$ cat config.mk
export PLATFORM = sky130hd
export DESIGN_NAME = aligned_field_layout_allocator_unit_flat
export DESIGN_NICKNAME = d
export VERILOG_FILES = /design/src/hdl/afla_pkg.sv /design/src/hdl/afla_req_if.sv /design/src/hdl/afla_rsp_if.sv /design/src/hdl/afla_controller.sv /design/src/hdl/afla_datapath.sv /design/src/hdl/aligned_field_layout_allocator_unit.sv /design/src/flat_wrapper.sv
export SDC_FILE = /design/constraint.sdc
export NUM_CORES = 1
export LEC_CHECK = 0
export BUFFER_PORTS_ARGS = -buffer_cell sky130_fd_sc_hd__clkbuf_2
export CORE_MARGIN = 2
export CORE_UTILIZATION = 40
export DETAILED_ROUTE_END_ITERATION = 8
export PLACE_DENSITY = 0.55
export SYNTH_ARGS = -nofsm -noshare
export SYNTH_HDL_FRONTEND = slang
export SYNTH_SLANG_ARGS = --single-unit
$ cat constraint.sdc
create_clock -name clk -period 7.1 [get_ports clk]
set_input_delay 0.355 -clock clk [delete_from_list [all_inputs] [get_ports clk]]
set_output_delay 0.355 -clock clk [all_outputs]
set_load 0.05 [all_outputs]
$ cat src/hdl/afla_pkg.sv
package afla_pkg;

  localparam logic MODE_CLEAR = 1'b0;
  localparam logic MODE_ALLOC = 1'b1;

  localparam logic [3:0] SCORE_NONE    = 4'd1;
  localparam logic [3:0] SCORE_FIT     = 4'd2;
  localparam logic [3:0] SCORE_ALIGNED = 4'd6;
  localparam logic [3:0] SCORE_EXACT   = 4'd4;

  typedef struct packed {
    logic capture;
    logic scan;
    logic plan;
    logic shift;
    logic wr0;
    logic wr1;
    logic load_out;
  } cmd_t;

  typedef struct packed {
    logic scan_done;
    logic shift_done;
    logic out_free;
  } status_t;

endpackage

$ cat src/hdl/afla_req_if.sv
interface afla_req_if;
  logic        valid;
  logic        ready;
  logic        mode;
  logic [15:0] field_size;
  logic [2:0]  align_log2;

  modport source (output valid, mode, field_size, align_log2, input ready);
  modport sink (input valid, mode, field_size, align_log2, output ready);
endinterface

$ cat src/hdl/afla_rsp_if.sv
interface afla_rsp_if;
  logic        valid;
  logic        ready;
  logic [15:0] field_offset;
  logic [15:0] record_size;
  logic        from_hole;
  logic        overflow;

  modport source (output valid, field_offset, record_size, from_hole, overflow, input ready);
  modport sink (input valid, field_offset, record_size, from_hole, overflow, output ready);
endinterface

$ cat src/hdl/afla_controller.sv
module afla_controller (
  input  logic             clk,
  input  logic             rst,
  input  logic             req_valid,
  output logic             req_ready,
  output afla_pkg::cmd_t   cmd,
  input  afla_pkg::status_t status
);

  typedef enum logic [6:0] {
    S_IDLE  = 7'b0000001,
    S_SCAN  = 7'b0000010,
    S_PLAN  = 7'b0000100,
    S_SHIFT = 7'b0001000,
    S_WR0   = 7'b0010000,
    S_WR1   = 7'b0100000,
    S_DONE  = 7'b1000000
  } state_t;

  state_t state;
  state_t state_next;

  always_ff @(posedge clk) begin
    if (rst) begin
      state <= S_IDLE;
    end else begin
      state <= state_next;
    end
  end

  always_comb begin
    state_next = state;
    cmd        = '0;
    req_ready  = (state == S_IDLE);
    unique case (state)
      S_IDLE: begin
        if (req_valid) begin
          cmd.capture = 1'b1;
          state_next  = S_SCAN;
        end
      end
      S_SCAN: begin
        cmd.scan = 1'b1;
        if (status.scan_done) begin
          state_next = S_PLAN;
        end
      end
      S_PLAN: begin
        cmd.plan   = 1'b1;
        state_next = S_SHIFT;
      end
      S_SHIFT: begin
        cmd.shift = 1'b1;
        if (status.shift_done) begin
          state_next = S_WR0;
        end
      end
      S_WR0: begin
        cmd.wr0    = 1'b1;
        state_next = S_WR1;
      end
      S_WR1: begin
        cmd.wr1    = 1'b1;
        state_next = S_DONE;
      end
      S_DONE: begin
        if (status.out_free) begin
          cmd.load_out = 1'b1;
          state_next   = S_IDLE;
        end
      end
      default: begin
        state_next = S_IDLE;
      end
    endcase
  end

endmodule

$ cat src/hdl/afla_datapath.sv
module afla_datapath #(
  parameter int MAX_HOLES   = 16,
  parameter int OFFSET_BITS = 16
) (
  input  logic              clk,
  input  logic              rst,
  input  afla_pkg::cmd_t    cmd,
  output afla_pkg::status_t status,
  input  logic              req_mode,
  input  logic [15:0]       req_field_size,
  input  logic [2:0]        req_align_log2,
  output logic              rsp_valid,
  input  logic              rsp_ready,
  output logic [15:0]       rsp_field_offset,
  output logic [15:0]       rsp_record_size,
  output logic              rsp_from_hole,
  output logic              rsp_overflow
);

  localparam int IW = (MAX_HOLES > 1) ? $clog2(MAX_HOLES) : 1;
  localparam int CW = $clog2(MAX_HOLES + 1);
  localparam int OB = OFFSET_BITS;
  localparam int EW = ((OB > 16) ? OB : 16) + 2;
  localparam int HW = 2 * OB;
  localparam logic [EW-1:0] LIMIT   = EW'({OB{1'b1}});
  localparam logic [CW-1:0] MAX_CNT = CW'(MAX_HOLES);

  logic [HW-1:0] hole_mem [MAX_HOLES];
  logic [HW-1:0] rd_q;
  logic          rd_en;
  logic [IW-1:0] rd_addr;
  logic          wr_en;
  logic [IW-1:0] wr_addr;
  logic [HW-1:0] wr_data;

  logic          req_mode_q;
  logic [15:0]   req_size_q;
  logic [2:0]    req_align_q;
  logic [CW-1:0] count;
  logic [OB-1:0] lsize;

  logic [CW-1:0] idx;
  logic          pend;
  logic [IW-1:0] ev_idx;
  logic [3:0]    best_score;
  logic [IW-1:0] best_idx;
  logic [OB-1:0] best_hs;
  logic [OB-1:0] best_sp;

  logic [CW-1:0] sh_n;
  logic [CW-1:0] sh_src;
  logic          sh_left;
  logic          sh_pend;
  logic [IW-1:0] sh_dst;

  logic          w0_en;
  logic [IW-1:0] w0_idx;
  logic [HW-1:0] w0_data;
  logic          w1_en;
  logic [IW-1:0] w1_idx;
  logic [HW-1:0] w1_data;

  logic [15:0]   res_offset;
  logic          res_from;
  logic          res_ovf;

  logic [EW-1:0] mask;
  logic [EW-1:0] sz;
  logic          scan_issue;
  logic          shift_issue;

  logic [EW-1:0] ev_hs;
  logic [EW-1:0] ev_he;
  logic [EW-1:0] ev_b;
  logic [EW-1:0] ev_e;
  logic [3:0]    ev_score;

  logic [EW-1:0] p_hs;
  logic [EW-1:0] p_he;
  logic [EW-1:0] p_b;
  logic [EW-1:0] p_e;
  logic          p_front;
  logic          p_tail;
  logic [EW-1:0] p_cur;
  logic [EW-1:0] p_raw;
  logic [EW-1:0] p_off;
  logic          p_clamp;
  logic [EW-1:0] p_end_raw;
  logic [EW-1:0] p_end;
  logic          p_sat;
  logic          p_gap;
  logic [CW-1:0] p_moves;

  assign mask        = (EW'(1) << req_align_q) - EW'(1);
  assign sz          = EW'(req_size_q);
  assign scan_issue  = cmd.scan && (req_mode_q == afla_pkg::MODE_ALLOC) && (idx < count);
  assign shift_issue = cmd.shift && (sh_n != '0);
  assign rd_en       = scan_issue || shift_issue;
  assign rd_addr     = cmd.shift ? sh_src[IW-1:0] : idx[IW-1:0];

  always_comb begin
    wr_en   = 1'b0;
    wr_addr = w0_idx;
    wr_data = w0_data;
    if (cmd.shift && sh_pend) begin
      wr_en   = 1'b1;
      wr_addr = sh_dst;
      wr_data = rd_q;
    end else if (cmd.wr0 && w0_en) begin
      wr_en = 1'b1;
    end else if (cmd.wr1 && w1_en) begin
      wr_en   = 1'b1;
      wr_addr = w1_idx;
      wr_data = w1_data;
    end
  end

  always_ff @(posedge clk) begin
    if (wr_en) begin
      hole_mem[wr_addr] <= wr_data;
    end
    if (rd_en) begin
      rd_q <= hole_mem[rd_addr];
    end
  end

  always_comb begin
    ev_hs    = EW'(rd_q[HW-1:OB]);
    ev_he    = ev_hs + EW'(rd_q[OB-1:0]);
    ev_b     = (ev_hs + mask) & ~mask;
    ev_e     = ev_b + sz;
    ev_score = '0;
    if (ev_he >= ev_e) begin
      ev_score = afla_pkg::SCORE_FIT;
      if (ev_b == ev_hs) begin
        ev_score = ev_score + afla_pkg::SCORE_ALIGNED;
      end
      if (ev_e == ev_he) begin
        ev_score = ev_score + afla_pkg::SCORE_EXACT;
      end
    end
  end

  always_comb begin
    p_hs      = EW'(best_hs);
    p_he      = p_hs + EW'(best_sp);
    p_b       = (p_hs + mask) & ~mask;
    p_e       = p_b + sz;
    p_front   = (p_b != p_hs);
    p_tail    = (p_he != p_e);
    p_cur     = EW'(lsize);
    p_raw     = (p_cur + mask) & ~mask;
    p_clamp   = (p_raw > LIMIT);
    p_off     = p_clamp ? LIMIT : p_raw;
    p_end_raw = p_off + sz;
    p_sat     = (p_end_raw > LIMIT);
    p_end     = p_sat ? LIMIT : p_end_raw;
    p_gap     = (p_off != p_cur);
    p_moves   = count - CW'(best_idx) - CW'(1);
  end

  always_ff @(posedge clk) begin
    if (cmd.capture) begin
      req_mode_q  <= req_mode;
      req_size_q  <= req_field_size;
      req_align_q <= req_align_log2;
      idx         <= '0;
    end else if (scan_issue) begin
      idx    <= idx + CW'(1);
      ev_idx <= idx[IW-1:0];
    end

    if (pend && (ev_score > best_score)) begin
      best_idx <= ev_idx;
      best_hs  <= rd_q[HW-1:OB];
      best_sp  <= rd_q[OB-1:0];
    end

    if (shift_issue) begin
      sh_src <= sh_left ? (sh_src + CW'(1)) : (sh_src - CW'(1));
      sh_dst <= sh_left ? (sh_src[IW-1:0] - IW'(1)) : (sh_src[IW-1:0] + IW'(1));
    end

    if (cmd.plan) begin
      sh_left <= 1'b0;
      sh_src  <= count - CW'(1);
      w0_en   <= 1'b0;
      w1_en   <= 1'b0;
      res_ovf <= 1'b0;
      if (req_mode_q == afla_pkg::MODE_CLEAR) begin
        res_offset <= '0;
        res_from   <= 1'b0;
      end else if (best_score > afla_pkg::SCORE_NONE) begin
        res_offset <= 16'(p_b);
        res_from   <= 1'b1;
        w0_idx     <= best_idx;
        w1_idx     <= best_idx + IW'(1);
        w1_data    <= {OB'(p_e), OB'(p_he - p_e)};
        if (!p_front && !p_tail) begin
          sh_left <= 1'b1;
          sh_src  <= CW'(best_idx) + CW'(1);
        end else if (p_front != p_tail) begin
          w0_en   <= 1'b1;
          w0_data <= p_front ? {best_hs, OB'(p_b - p_hs)} : {OB'(p_e), OB'(p_he - p_e)};
        end else begin
          w0_en   <= 1'b1;
          w0_data <= {best_hs, OB'(p_b - p_hs)};
          if (count == MAX_CNT) begin
            res_ovf <= 1'b1;
          end else begin
            w1_en <= 1'b1;
          end
        end
      end else begin
        res_offset <= 16'(p_off);
        res_from   <= 1'b0;
        w0_idx     <= count[IW-1:0];
        w0_data    <= {lsize, OB'(p_off - p_cur)};
        w0_en      <= p_gap && (count != MAX_CNT);
        res_ovf    <= p_clamp || p_sat || (p_gap && (count == MAX_CNT));
      end
    end

    if (cmd.load_out) begin
      rsp_field_offset <= res_offset;
      rsp_record_size  <= 16'(EW'(lsize));
      rsp_from_hole    <= res_from;
      rsp_overflow     <= res_ovf;
    end
  end

  always_ff @(posedge clk) begin
    if (rst) begin
      count      <= '0;
      lsize      <= '0;
      pend       <= 1'b0;
      sh_pend    <= 1'b0;
      sh_n       <= '0;
      best_score <= afla_pkg::SCORE_NONE;
      rsp_valid  <= 1'b0;
    end else begin
      pend    <= scan_issue;
      sh_pend <= shift_issue;

      if (cmd.capture) begin
        best_score <= afla_pkg::SCORE_NONE;
      end else if (pend && (ev_score > best_score)) begin
        best_score <= ev_score;
      end

      if (shift_issue) begin
        sh_n <= sh_n - CW'(1);
      end

      if (cmd.plan) begin
        sh_n <= '0;
        if (req_mode_q == afla_pkg::MODE_CLEAR) begin
          count <= '0;
          lsize <= '0;
        end else if (best_score > afla_pkg::SCORE_NONE) begin
          if (!p_front && !p_tail) begin
            count <= count - CW'(1);
            sh_n  <= p_moves;
          end else if (p_front && p_tail && (count != MAX_CNT)) begin
            count <= count + CW'(1);
            sh_n  <= p_moves;
          end
        end else begin
          lsize <= OB'(p_end);
          if (p_gap && (count != MAX_CNT)) begin
            count <= count + CW'(1);
          end
        end
      end

      if (cmd.load_out) begin
        rsp_valid <= 1'b1;
      end else if (rsp_ready) begin
        rsp_valid <= 1'b0;
      end
    end
  end

  assign status.scan_done  = !pend && ((idx == count) || (req_mode_q == afla_pkg::MODE_CLEAR));
  assign status.shift_done = (sh_n == '0) && !sh_pend;
  assign status.out_free   = !rsp_valid;

endmodule

$ cat src/hdl/aligned_field_layout_allocator_unit.sv
// Field layout allocator for one record, one request at a time.
// The req channel carries mode, field_size and align_log2; mode zero clears the
// layout and mode one places a field. The rsp channel returns field_offset,
// the record_size after the request, from_hole and overflow.
// Both channels move a request when valid and ready are high at a clock edge.
// A request scans the hole table in order, one entry per cycle, through a
// registered memory read, then moves table entries one per cycle to open or
// close a slot. The scan and the entry moves share the one memory read port,
// and the time from acceptance to a valid result grows with the hole count
// and the number of entries moved. The block is ready again in the cycle
// after the result is loaded into the output register.
// The result waits in an output register until rsp.ready is seen; a stalled
// receiver holds the block before it loads the next result, and req.ready is
// high only while no request is in progress.
// Synchronous reset empties the layout: size zero and no holes.

module aligned_field_layout_allocator_unit #(
  parameter int MAX_HOLES   = 16,
  parameter int OFFSET_BITS = 16
) (
  input logic        clk,
  input logic        rst,
  afla_req_if.sink   req,
  afla_rsp_if.source rsp
);

  afla_pkg::cmd_t    cmd;
  afla_pkg::status_t status;

  afla_controller u_afla_controller (
    .clk       (clk),
    .rst       (rst),
    .req_valid (req.valid),
    .req_ready (req.ready),
    .cmd       (cmd),
    .status    (status)
  );

  afla_datapath #(
    .MAX_HOLES   (MAX_HOLES),
    .OFFSET_BITS (OFFSET_BITS)
  ) u_afla_datapath (
    .clk              (clk),
    .rst              (rst),
    .cmd              (cmd),
    .status           (status),
    .req_mode         (req.mode),
    .req_field_size   (req.field_size),
    .req_align_log2   (req.align_log2),
    .rsp_valid        (rsp.valid),
    .rsp_ready        (rsp.ready),
    .rsp_field_offset (rsp.field_offset),
    .rsp_record_size  (rsp.record_size),
    .rsp_from_hole    (rsp.from_hole),
    .rsp_overflow     (rsp.overflow)
  );

endmodule

$ cat src/flat_wrapper.sv
// flat-port wrapper written by rule: the top's interface ports become plain ports
module aligned_field_layout_allocator_unit_flat 
#(
  parameter int MAX_HOLES   = 16,
  parameter int OFFSET_BITS = 16
)
  (clk, rst, req_valid, req_mode, req_field_size, req_align_log2, req_ready, rsp_valid, rsp_field_offset, rsp_record_size, rsp_from_hole, rsp_overflow, rsp_ready);
  afla_req_if req_i ();
  afla_rsp_if rsp_i ();
  input logic clk;
  input logic rst;
  input wire logic [$bits(req_i.valid)-1:0] req_valid;
  input wire logic [$bits(req_i.mode)-1:0] req_mode;
  input wire logic [$bits(req_i.field_size)-1:0] req_field_size;
  input wire logic [$bits(req_i.align_log2)-1:0] req_align_log2;
  output wire logic [$bits(req_i.ready)-1:0] req_ready;
  output wire logic [$bits(rsp_i.valid)-1:0] rsp_valid;
  output wire logic [$bits(rsp_i.field_offset)-1:0] rsp_field_offset;
  output wire logic [$bits(rsp_i.record_size)-1:0] rsp_record_size;
  output wire logic [$bits(rsp_i.from_hole)-1:0] rsp_from_hole;
  output wire logic [$bits(rsp_i.overflow)-1:0] rsp_overflow;
  input wire logic [$bits(rsp_i.ready)-1:0] rsp_ready;
  assign req_i.valid = req_valid;
  assign req_i.mode = req_mode;
  assign req_i.field_size = req_field_size;
  assign req_i.align_log2 = req_align_log2;
  assign req_ready = req_i.ready;
  assign rsp_valid = rsp_i.valid;
  assign rsp_field_offset = rsp_i.field_offset;
  assign rsp_record_size = rsp_i.record_size;
  assign rsp_from_hole = rsp_i.from_hole;
  assign rsp_overflow = rsp_i.overflow;
  assign rsp_i.ready = rsp_ready;
  aligned_field_layout_allocator_unit #(.MAX_HOLES(MAX_HOLES), .OFFSET_BITS(OFFSET_BITS)) u_core (.clk(clk), .rst(rst), .req(req_i), .rsp(rsp_i));
endmodule
* Word-level counts from Yosys, hierarchy flattened
Memories as Yosys holds them, arrays and structs flattened. A register that Yosys moved wholly into a read port is not among the register bits.
Index checks and enable logic that the tools add are counted.
** Storage, ports and cells
- Bits in registers :: 241
- Bits in writable memories :: 512
- Input bits :: 24
- Word-level logic and storage cells :: 201
- Memories :: 1
** Cells by class
- Add/subtract/negate cells :: 25
- $lt $le $gt $ge :: 6
- Eq/ne operators :: 24
- Shifts and indexed selects :: 1
- Muxes and demuxes :: 69
- Bitwise operators :: 7
- Reduce and logical (&&, ||, !) cells :: 36
** Memory list
- u_core.u_afla_datapath.hole_mem :: words 16, width 32, rd ports 1, clocked after memory_dff 1, write ports 1, line afla_datapath.sv:28 : logic [HW-1:0] hole_mem [MAX_HOLES];
** Operators by type and width (count)
- 2-to-1 mux 32 bit :: 7
- 2-to-1 mux 5 bit :: 17
- 2-to-1 mux 16 bit :: 4
- adder 16 x 18 -> 18 bit :: 3
- adder 18 x 16 -> 18 bit :: 3
- AND 18 bit :: 3
- one-hot mux 7 bit (7 select lines) :: 1
- subtractor 16 bit :: 3
- 2-to-1 mux 4 bit :: 10
- greater-than comparator 18 x 16 -> 1 bit (second input constant) :: 2
- inequality test 18 x 16 -> 1 bit :: 2
- adder 16 x 16 -> 17 bit :: 2
- 2-to-1 mux 7 bit :: 4
- 2-to-1 mux 1 bit :: 25
- subtractor 5 x 1 -> 5 bit (second input constant) :: 4
- equality test 18 x 16 -> 1 bit :: 1
- equality test 18 x 17 -> 1 bit :: 1
- >= comparator 17 x 18 -> 1 bit :: 1
- 2-to-1 mux 18 bit :: 1
- inequality test 17 x 18 -> 1 bit :: 1
- inverter 18 bit :: 1
- << shifter 1 x 3 -> 18 bit (first input constant) :: 1
- subtractor 18 x 2 -> 18 bit (second input constant) :: 1
- adder 5 x 1 -> 5 bit (second input constant) :: 3
- 35 further kinds :: 67

* Longest topological paths before layout
- Depth after elaboration :: 13
- Mapped depth :: 38
- Gate-level depth less buffers :: 34

* Hierarchy
From an unflattened synthesis, not the netlist that was laid out.
** Unflattened totals
- Cell total of the unflattened synthesis :: 3010
- Area total of the unflattened synthesis :: 39809.4 µm²
** Modules (own cells, without submodules)
- afla_datapath :: instances 1, cells each 2955, area an instance 39347.7 µm², seq. area each 22952.0 µm²
- afla_controller :: instances 1, cells each 55, area an instance 461.7 µm², seq. area each 140.1 µm²

* Worst setup path before layout
Ideal clock, no wire load.
- Path type :: register to register
- Start point :: reg u_core.u_afla_datapath.req_align_q[2]
- End point :: reg u_core.u_afla_datapath.best_score[1]
- Arrival :: 7234 ps
- Data required time :: 6983 ps
- Slack :: -251 ps
- Cell stages (with the launch flop) :: 36
- Period minus slack after synthesis :: 7351 ps
- Path through :: edfxtp_1 > buf_2 > buf_1 > and3_1 > clkbuf_1 > inv_1 > ha_1 > inv_1 > ha_1 > a21oi_1 > nand3b_1 > and3b_1 > o31a_1 > nor2_1 > a211oi_1 > xnor2_1 > ha_1 > and3_1 > a211o_1 > a21oi_1 > xor2_1 > ha_1 > nand2_1 > nor3_1 > nand3_1 > nand2b_1 > a21oi_1 > o21ai_0 > and3_1 > ha_1 > a21oi_1 > nor2b_1 > and2_1 > clkbuf_1 > nor3_1 > a32o_1
** On the way
- Longest elaborated chain between the ends :: 12
** Ends and longest elaborated chain
- start, declared :: line afla_datapath.sv:38 : logic [2:0] req_align_q;
- start signal, assigned :: line afla_datapath.sv:166 : req_align_q <= req_align_log2;
- << shifter 1 x 3 -> 18 bit * :: line afla_datapath.sv:94 : assign mask = (EW'(1) << req_align_q) - EW'(1);
- subtractor 18 x 2 -> 18 bit * :: line afla_datapath.sv:94
- adder 16 x 18 -> 18 bit or inverter 18 bit (tied branches) :: line afla_datapath.sv:130 : ev_b = (ev_hs + mask) & ~mask;
- AND 18 bit * :: line afla_datapath.sv:130
- parallel branches: the longest is 5 deep, another holds adder 18 x 16 -> 18 bit
- 2-to-1 mux 4 bit * :: line afla_datapath.sv:133 : if (ev_he >= ev_e) begin
- via u_core.u_afla_datapath.ev_score[3] :: line afla_datapath.sv:76 : logic [3:0] ev_score;
- greater-than comparator 4 bit * :: line afla_datapath.sv:247 : end else if (pend && (ev_score > best_score)) begin
- logical AND 1 bit * :: line afla_datapath.sv:247
- end signal, assigned :: line afla_datapath.sv:239 : best_score <= afla_pkg::SCORE_NONE;
- end signal, assigned :: line afla_datapath.sv:246 : best_score <= afla_pkg::SCORE_NONE;
- end signal, assigned :: line afla_datapath.sv:248 : best_score <= ev_score;
- end, declared :: line afla_datapath.sv:45 : logic [3:0] best_score;
Mark *: on every way through the listed nets, which the timed path passes. The select of a mux whose other input is x is not followed.
A chain may end at the register's enable or synchronous reset.

* Worst setup path in the final report
- Start point :: reg u_core.u_afla_datapath.req_align_q[1]
- End point :: reg u_core.u_afla_datapath.w0_data[25] (data pin)
** On the way
- Longest elaborated chain between the ends :: 10
** Ends and longest elaborated chain
- << shifter 1 x 3 -> 18 bit * :: line afla_datapath.sv:94
- subtractor 18 x 2 -> 18 bit * :: line afla_datapath.sv:94
- adder 16 x 18 -> 18 bit or inverter 18 bit (tied branches) :: line afla_datapath.sv:147 : p_b = (p_hs + mask) & ~mask;
- AND 18 bit * :: line afla_datapath.sv:147
- adder 18 x 16 -> 18 bit * :: line afla_datapath.sv:148 : p_e = p_b + sz;
- via u_core.u_afla_datapath.p_e[14] :: line afla_datapath.sv:81 : logic [EW-1:0] p_e;
- inequality test 17 x 18 -> 1 bit * :: line afla_datapath.sv:150 : p_tail = (p_he != p_e);
- inequality test 1 bit * :: line afla_datapath.sv:202 : end else if (p_front != p_tail) begin
- 2-to-1 mux 32 bit * :: line afla_datapath.sv:202
- 2-to-1 mux 32 bit * :: line afla_datapath.sv:199 : if (!p_front && !p_tail) begin
- 2-to-1 mux 32 bit * :: line afla_datapath.sv:193 : end else if (best_score > afla_pkg::SCORE_NONE) begin
- end signal, assigned :: line afla_datapath.sv:204 : w0_data <= p_front ? {best_hs, OB'(p_b - p_hs)} : {OB'(p_e), OB'(p_he - p_e)};
- end signal, assigned :: line afla_datapath.sv:207 : w0_data <= {best_hs, OB'(p_b - p_hs)};
- end signal, assigned :: line afla_datapath.sv:218 : w0_data <= {lsize, OB'(p_off - p_cur)};
- end, declared :: line afla_datapath.sv:58 : logic [HW-1:0] w0_data;
Mark *: on every way through the listed nets, which the timed path passes. The rest lies on a longest branch. The select of a mux whose other input is x is not followed.

==> flow_summary.ini <==
[floorplanning]
chipWidth_um = 318
ios = 60
die_area_um2 = 101000
coreArea_um2 = 98000
die_y_um = 318
rows = 115
initial_core_util = 0.402

[sta]
finalCritPeriodShare = 0.955
finalSetupTns_ns = 0
drv_slew = 0
skew_ns = 0.0195
worst_slew_pin_slew_ns = 1.29
finalHoldViolations = 0
max_slew_margin = 0.136
timing.fmax_mhz = 147
setup_ws_ns = 0.317
whs_ns = 0.190
setup_viol = 0
min_period_ns = 6.78

[clock_network]
root_buffer = clkbuf_16
cts.clk_slew.worst_paths_ns = 0.06
cts_tree = built
clock-sinks = 784
clock_latency_ns = 0.65
ctsLongestPathBuffers = 3
cts-htree-levels = 3
numCtsBuffers = 85

[setup_path]
crit_path_max_fanout = 32
path_class = register to register
cp-start-kind = register
endpoint_kind = register
cp_common_cell = ha_1
timing.rr.start = u_core.u_afla_datapath.req_align_q[1]
critPathBufInv = 4
cp_slowest_cell = or4_4
cp_data_required_time_ns = 7.47
critPathTopFamily = compound AO/OA/AOI/OAI gates
crit_path_max_incr_delay_ns = 0.56
worstSetupStartpoint = u_core.u_afla_datapath.req_align_q[1]
crit_arrival_ns = 7.15

[power_and_ir_drop]
ir_worst_vdd_v = 0.000164
power_density_nw_per_um2 = 300
p_leak_nw = 16.6

[routing]
drc = 0
drt_pass1_iterations = 6
final_antenna_net_count = 0
totalWireLength_um = 116000
wl_per_cell_um = 25.6
vias_per_cell = 5.71
drt_iter0_drc = 2059
vias = 26000

[yosys]
synth_top_area_frac = 0.564
synth_edf_count = 739
synth.yosys.seq_area_share = 0.587
yosys-top-cells-area = edfxtp_1 (56%), mux4_2 (7.3%), ha_1 (6.7%)
avgSynthCellArea_um2 = 13.3
async_flop_share = 0
synth-seq-cells = 784
yosys.area.top_type = edfxtp_1
syn-cell-area_um2 = 39400
synth_ff_type = edfxtp_1
ys_warn_count = 0
synth_cell_type_count = 85
syn_inst = 2957

[global_route]
antenna_found_initial = 3
grt_pass1_vias = 26400
grt_start_max_net_pins = 129
grt_pass1_wl_um = 172000
grt_usage = 0.229
overflow = 0

[placed_design]
preCtsSetupSlack_ns = 0.0715
place_congestion = 0.955
placed_area_um2 = 42200
dp_hpwl_um = 78200
portBuffers = 59

[finish]
fillers = 8613
final_area_um2 = 45500
drive_above_1_share = 0.171
nNetsFinal = 3434
multi_input_comb_area_um2 = 15800
seqCellArea_um2 = 23100
syn_to_final_growth_pct = 15.5

[run]
drv_cap = 0

[run_status]
status = finished, final reports clean

[hold_path]
holdCritStartpoint = rst
holdCritPathClass = input pin to register
[worst register-to-register path, delay by kind of cell, from the launching register on]
family | cells | cell delay, ns
flip-flops | 1 | 0.48
buffers and inverters | 4 | 0.57
XOR/XNOR | 2 | 0.35
AND/OR/NAND/NOR | 7 | 1.62
AO/OA/AOI/OAI | 11 | 2.27
adder cells (fa/ha/maj) | 4 | 1.22
[through the flow]
stage	instances	utilization	power (W)
6_report	4546	0.464	0.0136
5_1_grt	4545	0.464	0.0143
4_1_cts	4533	0.461	0.0136
3_5_place_dp	4353	0.431	0.00911
3_3_place_gp	4353	0.431	0.00906
2_1_floorplan	2977	-	0.00792
[power breakdown]
part,switching (W),internal (W)
Clock,0.00185,0.00259
Combinational,0.00231,0.00151
Sequential,0.000136,0.00524
Total,0.00429,0.00934
[cells in the final DEF, fill, tap and decap left out, types with 28 or more instances in the layout]
cell       synthesis  layout
ha_1             210     209
buf_4              0     147
nand3_1           29      28
mux2i_1           46      42
o21ai_0          126     104
nand2_1          273     273
clkbuf_2           0      59
a21o_1            68      68
a31oi_1           54      52
and2_1            47      45
nor2_1           184     161
inv_1            116     116
dfxtp_1           45      45
edfxtp_1         739     739
nor3_1            54      51
clkbuf_16          0      88
a211oi_1          59      55
xnor2_1          103     100
a21oi_1          153     149
mux4_2           128     128
xor2_1            62      61
[routing by layer]
metal  track usage  vias up  wire length [um]
li1              -    11800                 -
met1         0.300    13200             49000
met2         0.390      749             56900
met3        0.0278      169              5980
met4        0.0850        4              4430
met5             0        -                27
[state kept, by name, indices dropped and copies added (netlist names), 4 cells and up]
name,count
u_core.u_afla_datapath.best_idx,4
u_core.u_afla_datapath.best_score,4
u_core.u_afla_datapath.best_hs,16
u_core.u_afla_datapath.sh_n,5
u_core.u_afla_controller.state,7
u_core.u_afla_datapath.w0_data,32
u_core.u_afla_datapath.lsize,16
u_core.u_afla_datapath.count,5
u_core.u_afla_datapath.res_offset,16
u_core.u_afla_datapath.w1_data,32
u_core.u_afla_datapath.hole_mem,512
u_core.u_afla_datapath.req_size_q,16
u_core.u_afla_datapath.rsp_record_size,16
u_core.u_afla_datapath.ev_idx,4
u_core.u_afla_datapath.sh_src,4
u_core.u_afla_datapath.w0_idx,4
u_core.u_afla_datapath.rd_q,32
u_core.u_afla_datapath.idx,5
u_core.u_afla_datapath.w1_idx,4
u_core.u_afla_datapath.best_sp,16
u_core.u_afla_datapath.rsp_field_offset,16
u_core.u_afla_datapath.sh_dst,4
[area by class of cell]
| cell class | count | share of cell area |
|---|---|---|
| antenna | 1 | 0.0000550 |
| sequential | 784 | 0.508 |
| clock inverter | 49 | 0.0105 |
| timing repair buffer | 232 | 0.0374 |
| multi-input combinational | 1966 | 0.348 |
| clock buffer | 109 | 0.0506 |
| tap | 1287 | 0.0354 |
| inverter | 118 | 0.00974 |
[cell families after synthesis]
family | synth area share
AO/OA/AOI/OAI | 0.102
XOR/XNOR | 0.0373
adder cells (fa/ha/maj) | 0.0736
buffers and inverters | 0.0221
flip-flops | 0.587
multiplexers | 0.0867
other | 0.0000953
AND/OR/NAND/NOR | 0.0912
[cells in the mapped netlist (all sizes together), types with 15 or more instances]
library cell / instances
inv: 118
xnor2: 103
nand3: 29
clkbuf: 80
a21oi: 153
o31ai: 15
edfxtp: 739
a211oi: 59
o211ai: 15
dfxtp: 45
nor2: 184
and2: 50
o21ai: 127
nand2: 273
a21o: 68
nor3: 55
a31oi: 55
buf: 29
and3: 24
o21a: 22
nand4: 21
xor2: 62
nor2b: 27
mux2i: 46
ha: 210
or3: 17
mux4: 128
nand2b: 23
[final timing paths]
| check | endpoint | slack (ns) | cells after the start |
|---|---|---|---|
| worst max-delay path | u_core.u_afla_datapath.w0_data[25] | 0.32 | 28 |
| worst min-delay path | u_core.u_afla_datapath.rsp_valid | 0.19 | 3 |
| worst max register to register | u_core.u_afla_datapath.w0_data[25] | 0.32 | 28 |
| worst min register to register | u_core.u_afla_datapath.rsp_field_offset[1] | 0.42 | 0 |
[what timing repair did]
action                                  CTS  global route
hold buffers                             22             0
gates resized for setup                   0            43
hold endpoints to repair                 22             0
buffers inserted                          0            12
endpoints found under the setup margin    0           114
No activity file was read; power rests on OpenSTA's default activity.
